`src/rtl/ovrseek_pkg.sv`:
```
package ovrseek_pkg;

   typedef enum logic {
      CMD_ADD  = 1'b0,
      CMD_FIND = 1'b1
   } cmd_type;

   typedef enum logic [2:0] {
      ST_IDLE,
      ST_ADD_READ,
      ST_ADD_WRITE,
      ST_FIND_START,
      ST_FIND_WALK
   } state_type;

   typedef struct packed {
      logic [0:0]  command;
      logic [31:0] new_handle;
      logic [15:0] new_size;
      logic [19:0] seek_offset;
   } req_type;

   typedef struct packed {
      logic [0:0]  hit;
      logic [3:0]  slot;
      logic [31:0] found_handle;
      logic [15:0] found_size;
      logic [15:0] byte_offset;
      logic [31:0] evicted_handle;
   } rsp_type;

endpackage

```
`src/rtl/ovrseek_store.sv`:
```
module ovrseek_store
   import ovrseek_pkg::*;
#(
   parameter int DEPTH = 16
) (
   input  logic                     clock,
   input  logic                     reset,
   input  logic                     wr_en,
   input  logic [$clog2(DEPTH)-1:0] wr_addr,
   input  logic [31:0]              wr_handle,
   input  logic [15:0]              wr_size,
   input  logic [$clog2(DEPTH)-1:0] rd_addr,
   output logic [31:0]              rd_handle,
   output logic [15:0]              rd_size
);

   logic [31:0]      handle_mem [DEPTH];
   logic [15:0]      size_mem [DEPTH];
   logic [DEPTH-1:0] valid_ff;
   logic [DEPTH-1:0] valid_in;
   logic [31:0]      rd_handle_ff;
   logic [15:0]      rd_size_ff;
   logic             rd_valid_ff;

   always_comb begin
      valid_in = valid_ff;
      if (wr_en) begin
         valid_in[wr_addr] = 1'b1;
      end
   end

   always_ff @(posedge clock) begin
      if (reset) begin
         valid_ff    <= '0;
         rd_valid_ff <= 1'b0;
      end else begin
         valid_ff    <= valid_in;
         rd_valid_ff <= valid_ff[rd_addr];
      end
   end

   always_ff @(posedge clock) begin
      if (wr_en) begin
         handle_mem[wr_addr] <= wr_handle;
         size_mem[wr_addr]   <= wr_size;
      end
      rd_handle_ff <= handle_mem[rd_addr];
      rd_size_ff   <= size_mem[rd_addr];
   end

   // never-written entries read as zero
   assign rd_handle = rd_valid_ff ? rd_handle_ff : 32'd0;
   assign rd_size   = rd_valid_ff ? rd_size_ff : 16'd0;

endmodule

```
`src/rtl/overwriting_ring_with_offset_seek.sv`:
```
// channel   ports                         transfer
// request   start, busy, req_data         taken when start high and busy low
// result    rsp_valid, rsp_data           one-cycle strobe, always taken
//
// an add steps through ADD_READ and ADD_WRITE, and its result strobe is registered
// a find walks from the oldest entry, at most DEPTH entries, one entry
// per cycle through the single compare-subtract unit and the store read port
// busy stays high from acceptance until the cycle before the result strobe
// synchronous reset clears pointers, full flag and entry valid bits at once
// the result side cannot stall: each result shows for exactly one cycle
module overwriting_ring_with_offset_seek
   import ovrseek_pkg::*;
#(
   parameter int DEPTH = 16
) (
   input  logic    clock,
   input  logic    reset,
   input  logic    start,
   output logic    busy,
   input  req_type req_data,
   output logic    rsp_valid,
   output rsp_type rsp_data
);

   localparam int PTR_W = $clog2(DEPTH);
   localparam int CNT_W = $clog2(DEPTH + 1);

   function automatic logic [PTR_W-1:0] ptr_next(input logic [PTR_W-1:0] p);
      logic [PTR_W-1:0] r;
      if (p == PTR_W'(DEPTH - 1)) begin
         r = '0;
      end else begin
         r = p + PTR_W'(1);
      end
      return r;
   endfunction

   state_type        state_ff, state_in;
   req_type          req_ff, req_in;
   logic [PTR_W-1:0] wr_ptr_ff, wr_ptr_in;
   logic [PTR_W-1:0] rd_ptr_ff, rd_ptr_in;
   logic             full_ff, full_in;
   logic [PTR_W-1:0] pos_ff, pos_in;
   logic [CNT_W-1:0] left_ff, left_in;
   logic [19:0]      rem_ff, rem_in;
   logic             rsp_valid_ff, rsp_valid_in;
   rsp_type          rsp_ff, rsp_in;

   logic             accept;
   logic [CNT_W-1:0] count;
   logic             mem_wr_en;
   logic [PTR_W-1:0] mem_rd_addr;
   logic [31:0]      mem_rd_handle;
   logic [15:0]      mem_rd_size;
   logic             size_hit;
   logic [PTR_W+3:0] pos_ext;

   assign busy     = (state_ff != ST_IDLE);
   assign accept   = start && !busy;
   assign size_hit = ({4'd0, mem_rd_size} > rem_ff);
   assign pos_ext  = {4'd0, pos_ff};

   always_comb begin
      if (full_ff) begin
         count = CNT_W'(DEPTH);
      end else if (wr_ptr_ff >= rd_ptr_ff) begin
         count = CNT_W'(wr_ptr_ff) - CNT_W'(rd_ptr_ff);
      end else begin
         count = CNT_W'(wr_ptr_ff) + CNT_W'(DEPTH) - CNT_W'(rd_ptr_ff);
      end
   end

   ovrseek_store #(
      .DEPTH (DEPTH)
   ) u_store (
      .clock     (clock),
      .reset     (reset),
      .wr_en     (mem_wr_en),
      .wr_addr   (wr_ptr_ff),
      .wr_handle (req_ff.new_handle),
      .wr_size   (req_ff.new_size),
      .rd_addr   (mem_rd_addr),
      .rd_handle (mem_rd_handle),
      .rd_size   (mem_rd_size)
   );

   always_comb begin
      state_in = state_ff;
      case (state_ff)
         ST_IDLE: begin
            if (accept) begin
               if (cmd_type'(req_data.command) == CMD_ADD) begin
                  state_in = ST_ADD_READ;
               end else begin
                  state_in = ST_FIND_START;
               end
            end
         end
         ST_ADD_READ: begin
            state_in = ST_ADD_WRITE;
         end
         ST_ADD_WRITE: begin
            state_in = ST_IDLE;
         end
         ST_FIND_START: begin
            if (left_ff == '0) begin
               state_in = ST_IDLE;
            end else begin
               state_in = ST_FIND_WALK;
            end
         end
         ST_FIND_WALK: begin
            if (size_hit || left_ff == CNT_W'(1)) begin
               state_in = ST_IDLE;
            end
         end
         default: begin
            state_in = ST_IDLE;
         end
      endcase
   end

   always_comb begin
      req_in       = req_ff;
      wr_ptr_in    = wr_ptr_ff;
      rd_ptr_in    = rd_ptr_ff;
      full_in      = full_ff;
      pos_in       = pos_ff;
      left_in      = left_ff;
      rem_in       = rem_ff;
      rsp_valid_in = 1'b0;
      rsp_in       = rsp_ff;
      mem_wr_en    = 1'b0;
      mem_rd_addr  = pos_ff;
      case (state_ff)
         ST_IDLE: begin
            if (accept) begin
               req_in  = req_data;
               pos_in  = rd_ptr_ff;
               rem_in  = req_data.seek_offset;
               left_in = count;
            end
         end
         ST_ADD_READ: begin
            mem_rd_addr = wr_ptr_ff;
         end
         ST_ADD_WRITE: begin
            mem_wr_en             = 1'b1;
            rsp_in                = '0;
            rsp_in.evicted_handle = mem_rd_handle;
            rsp_valid_in          = 1'b1;
            wr_ptr_in             = ptr_next(wr_ptr_ff);
            if (full_ff) begin
               rd_ptr_in = ptr_next(rd_ptr_ff);
            end else if (ptr_next(wr_ptr_ff) == rd_ptr_ff) begin
               full_in = 1'b1;
            end
         end
         ST_FIND_START: begin
            mem_rd_addr = pos_ff;
            if (left_ff == '0) begin
               rsp_in       = '0;
               rsp_valid_in = 1'b1;
            end
         end
         ST_FIND_WALK: begin
            // prefetch the next slot while comparing the current one
            mem_rd_addr = ptr_next(pos_ff);
            if (size_hit) begin
               rsp_in              = '0;
               rsp_in.hit          = 1'b1;
               rsp_in.slot         = pos_ext[3:0];
               rsp_in.found_handle = mem_rd_handle;
               rsp_in.found_size   = mem_rd_size;
               rsp_in.byte_offset  = rem_ff[15:0];
               rsp_valid_in        = 1'b1;
            end else if (left_ff == CNT_W'(1)) begin
               rsp_in       = '0;
               rsp_valid_in = 1'b1;
            end else begin
               rem_in  = rem_ff - {4'd0, mem_rd_size};
               pos_in  = ptr_next(pos_ff);
               left_in = left_ff - CNT_W'(1);
            end
         end
         default: begin
         end
      endcase
   end

   always_ff @(posedge clock) begin
      if (reset) begin
         state_ff     <= ST_IDLE;
         wr_ptr_ff    <= '0;
         rd_ptr_ff    <= '0;
         full_ff      <= 1'b0;
         rsp_valid_ff <= 1'b0;
      end else begin
         state_ff     <= state_in;
         wr_ptr_ff    <= wr_ptr_in;
         rd_ptr_ff    <= rd_ptr_in;
         full_ff      <= full_in;
         rsp_valid_ff <= rsp_valid_in;
      end
   end

   always_ff @(posedge clock) begin
      req_ff  <= req_in;
      pos_ff  <= pos_in;
      left_ff <= left_in;
      rem_ff  <= rem_in;
      rsp_ff  <= rsp_in;
   end

   assign rsp_valid = rsp_valid_ff;
   assign rsp_data  = rsp_ff;

   a_done_gives_result: assert property (@(posedge clock) disable iff (reset)
      ($fell(busy) && !$past(reset)) |-> rsp_valid)
      else $error("busy dropped without a result");

   a_full_pointers_meet: assert property (@(posedge clock) disable iff (reset)
      full_ff |-> (wr_ptr_ff == rd_ptr_ff))
      else $error("full ring with pointers apart");

   a_hit_has_no_evict: assert property (@(posedge clock) disable iff (reset)
      (rsp_valid && rsp_data.hit) |-> (rsp_data.evicted_handle == 32'd0))
      else $error("find result carries an evicted handle");

   a_pos_in_range: assert property (@(posedge clock) disable iff (reset)
      (state_ff == ST_FIND_WALK) |-> (pos_ff <= PTR_W'(DEPTH - 1)))
      else $error("walk position out of ring");

endmodule

```
`config.mk`:
```
export PLATFORM = sky130hd
export DESIGN_NAME = overwriting_ring_with_offset_seek
export DESIGN_NICKNAME = d
export VERILOG_FILES = /design/src/rtl/ovrseek_pkg.sv /design/src/rtl/ovrseek_store.sv /design/src/rtl/overwriting_ring_with_offset_seek.sv
export SDC_FILE = /design/constraint.sdc
export NUM_CORES = 1
export LEC_CHECK = 0
export BUFFER_PORTS_ARGS = -buffer_cell sky130_fd_sc_hd__buf_2
export CAP_MARGIN = 20
export CORE_MARGIN = 2
export CORE_UTILIZATION = 55
export CTS_CLUSTER_DIAMETER = 40
export DETAILED_ROUTE_END_ITERATION = 8
export GPL_TIMING_DRIVEN = 1
export PLACE_DENSITY = 0.72
export SLEW_MARGIN = 20
export SYNTH_ARGS = -nofsm -noshare
export SYNTH_HDL_FRONTEND = slang
export SYNTH_HIERARCHICAL = 1
export SYNTH_SLANG_ARGS = --single-unit
```
`constraint.sdc`:
```
create_clock -name clock -period 16.6 [get_ports clock]
set_input_delay 0.83 -clock clock [delete_from_list [all_inputs] [get_ports clock]]
set_output_delay 0.83 -clock clock [all_outputs]
set_load 0.005 [all_outputs]
```
==> flow_metrics.tcl <==
set metrics [dict create \
    r2r_endpoint "u_store/rd_size_ff[10]" \
    cts_num_sinks 1024 \
    synth_largest_area_cell "sky130_fd_sc_hd__edfxtp_1" \
    gp_congestion 0.923 \
    power_density_normalized_to_cell_area_nw_per_um2 134 \
    synthMostInstantiatedCell "sky130_fd_sc_hd__edfxtp_1" \
    worst_vdd_ir_mv 0.0884 \
    detail-route-antenna-nets 0 \
    cp_data_arrival_time_ns 5.27 \
    clk_latency_ns 0.67 \
    syn_to_final_growth_pct 15.6 \
    ys_warn_count 6 \
    layout-drive-gt1-share 0.278 \
    worst_pin_slew_ns 1.07 \
    post-route-cell-area_um2 45100 \
    place.port_buffers 174 \
    remaining_max_slew_budget_at_the_tightest_pin 0.288 \
    cp-end-kind "register" \
    holdPathStages 1 \
    reg_to_reg_slack_setup_ns 11.87 \
    critical_path.reg2reg.startpoint "state_ff[1]" \
    syn-cell-area_um2 39000 \
    top_level_ports 175 \
    ys_seq_area_frac 0.768 \
    clock_skew_ns 0.0256 \
    die_x_um 270 \
    overflow 0 \
    min_from "req_data[57]" \
    vias_in_the_first_global_route 19800 \
    power_frac_seq 0.492 \
    cts_max_path_buffers 3 \
    post_placement_cell_area_um2 41000 \
    vias_per_cell 6.10 \
    drt-pass1-iter-count 7 \
    vias 19800 \
    result_of_the_run "finished clean" \
    row_cnt 97 \
    cts_repair_resize_count 0 \
    routed_wl_per_cell_um 26.5 \
    slew_violations 0 \
    clk_root_buffer_cell "sky130_fd_sc_hd__clkbuf_16" \
    timing.critical_path.required_ns 17.14 \
    drt-initial-drc-count 2199 \
    power.share.switching 0.229 \
    startpoint_type_of_the_worst_setup_path "register" \
    placed_cells_incl_taps 3009 \
    place.detailed.hpwl_um 43900 \
    final-setup-viol-count 0 \
    ys.flop_type "sky130_fd_sc_hd__edfxtp_1" \
    route.detailed.drc 0 \
    grt_start_max_net_pins 111 \
    cts_hold_buffers 0 \
    ys_types 57 \
    yosys_register_bits 1024 \
    final_hold_viol_count 0 \
    cts.clk_slew.worst_paths_ns 0.06 \
    total_power_w 0.00605 \
    tritoncts "yes" \
    totalNegativeSetupSlack_ns 0 \
    postSynthAreaPerCell_um2 19.9 \
    comb_power_share 0.080 \
    grt_first_pass_wirelength_um 127000 \
    internal_power_w 0.00466 \
    cts_setup_buffers 0 \
    static_leakage_nw 15.1 \
    postSynthNetCount 2060 \
    ctsHtreeMaxLevel 3 \
    timing.critical_path.cells "inv_1 > nand2_1 > o21ai_0 > a22oi_1 > o21ai_4 > buf_4 > buf_12 > buf_6 > mux4_2 > a22o_1 > a221o_1" \
    finalWirelength_um 85900 \
    maxCapViolCount 0 \
    layout.nets 2292 \
    ff2ff_path_depth 11 \
    layout.cells.non_filler 3240 \
    fin_crit_ns 4.73 \
    setup_crit_path_kind "register to register" \
    effective_utilization_at_floorplan 0.556 \
    synth_top_cells_by_count "sky130_fd_sc_hd__edfxtp_1, sky130_fd_sc_hd__mux4_2, sky130_fd_sc_hd__and2_1, sky130_fd_sc_hd__dfxtp_1, sky130_fd_sc_hd__nor2_1" \
    initial_antenna_violation_count 8 \
    groute.usage.overall 0.237 \
    cts_buffers 119 \
    power_frac_clock 0.428 \
    post_synth_inst_count 1960 \
    hold_path_end "req_ff[57]" \
    critical_path_peak_fanout 110 \
    cpPeakStageDelay_ns 0.70 \
    post-route-period-util 0.285 \
    max_clock_freq_mhz 211 \
    die-height_um 270 \
    synth_top_area_frac 0.728 \
    crit_slowest_cell "sky130_fd_sc_hd__buf_6" \
    core_um2 70100 \
    switchingPower_w 0.00138 \
    synth_enable_flop_cells 946 \
    worst_path_dominant_cell_family "buffers and inverters" \
    total_die_area_um2 73100 \
    path_buf_inv 4 \
    grt_setup_unrepaired "false" \
    worst_hold_path_type "primary input to register" \
    synth_async_sr_flop_share 0 \
    netlist_top_cells_area "sky130_fd_sc_hd__edfxtp_1, sky130_fd_sc_hd__mux4_2, sky130_fd_sc_hd__dfxtp_1" \
]
[cell usage in the layout (no fill, tap or decap), drive strengths merged, types with 34 or more instances in the layout]
cell type and n:
clkinv 42, dfxtp 78, nand2 53, mux4 194, a221o 48, a21oi 34
and2 133, inv 53, clkbuf 142, nor2 71, a22o 48, edfxtp 946
buf 210
[metrics by stage]
stage	util	setup slack [ns]	hold slack, ns
after floorplan	-	11.18	0.435
after global placement	0.585	11.63	0.446
after detailed placement	0.585	11.54	0.460
after CTS	0.642	11.51	0.298
after global routing	0.643	11.41	0.297
final	0.643	11.87	0.331
[worst max-delay path by stage]
stage | depth (start not counted) | slack [ns] | start | to
floorplan | 6 | 11.18 | state_ff[2] | u_store/handle_mem[0][0]
global placement | 11 | 11.63 | pos_ff[0] | u_store/rd_handle_ff[10]
detailed placement | 11 | 11.54 | pos_ff[0] | u_store/rd_handle_ff[17]
CTS | 11 | 11.51 | pos_ff[0] | u_store/rd_handle_ff[14]
global route | 11 | 11.41 | state_ff[1] | u_store/rd_size_ff[14]
finish | 11 | 11.87 | state_ff[1] | u_store/rd_size_ff[10]
[cell type report]
| type | instances | area (um2) |
|---|---|---|
| Clock buffer | 142 | 3190 |
| Fill cell | 4692 | 25000 |
| Tap cell | 940 | 1180 |
| Antenna cell | 4 | 10.0 |
| Sequential cell | 1024 | 30000 |
| Inverter | 33 | 126 |
| Clock inverter | 83 | 818 |
| Multi-Input combinational cell | 804 | 8640 |
| Timing Repair Buffer | 210 | 1200 |
[state kept, by name (all words and copies together) (netlist names)]
| name | cells |
|---|---|
| full_ff | 1 |
| left_ff | 5 |
| pos_ff | 4 |
| rd_ptr_ff | 4 |
| rem_ff | 20 |
| req_ff | 48 |
| rsp_data | 101 |
| rsp_valid | 1 |
| state_ff | 3 |
| u_store/handle_mem | 512 |
| u_store/rd_handle_ff | 32 |
| u_store/rd_size_ff | 16 |
| u_store/rd_valid_ff | 1 |
| u_store/size_mem | 256 |
| u_store/valid_ff | 16 |
| wr_ptr_ff | 4 |
[per-layer routing]
layer  share of wire  routed length, um  track usage
met1            0.40              34500        0.332
met2            0.49              41900        0.382
met3           0.086               7360       0.0469
met4           0.025               2150       0.0707
met5         0.00010                  9            0
[cells by family after synthesis]
| group | Yosys count | share of synthesized area |
|---|---|---|
| simple gates | 331 | 0.0452 |
| compound gates | 217 | 0.0422 |
| fa+ha+maj | 28 | 0.00936 |
| buf+inv | 132 | 0.0153 |
| mux | 202 | 0.114 |
| xor+xnor | 26 | 0.00584 |
| flops | 1024 | 0.768 |
[power by group through the flow]
stage | sequential [W] | combinational [W] | clock (W)
after floorplan | 0.00300 | 0.000354 | 0
after global placement | 0.00302 | 0.000474 | 0
after detailed placement | 0.00303 | 0.000484 | 0
after CTS | 0.00298 | 0.000488 | 0.00262
after global routing | 0.00299 | 0.000521 | 0.00273
final | 0.00298 | 0.000485 | 0.00259
Note: power is estimated with default switching activity, not from simulation.
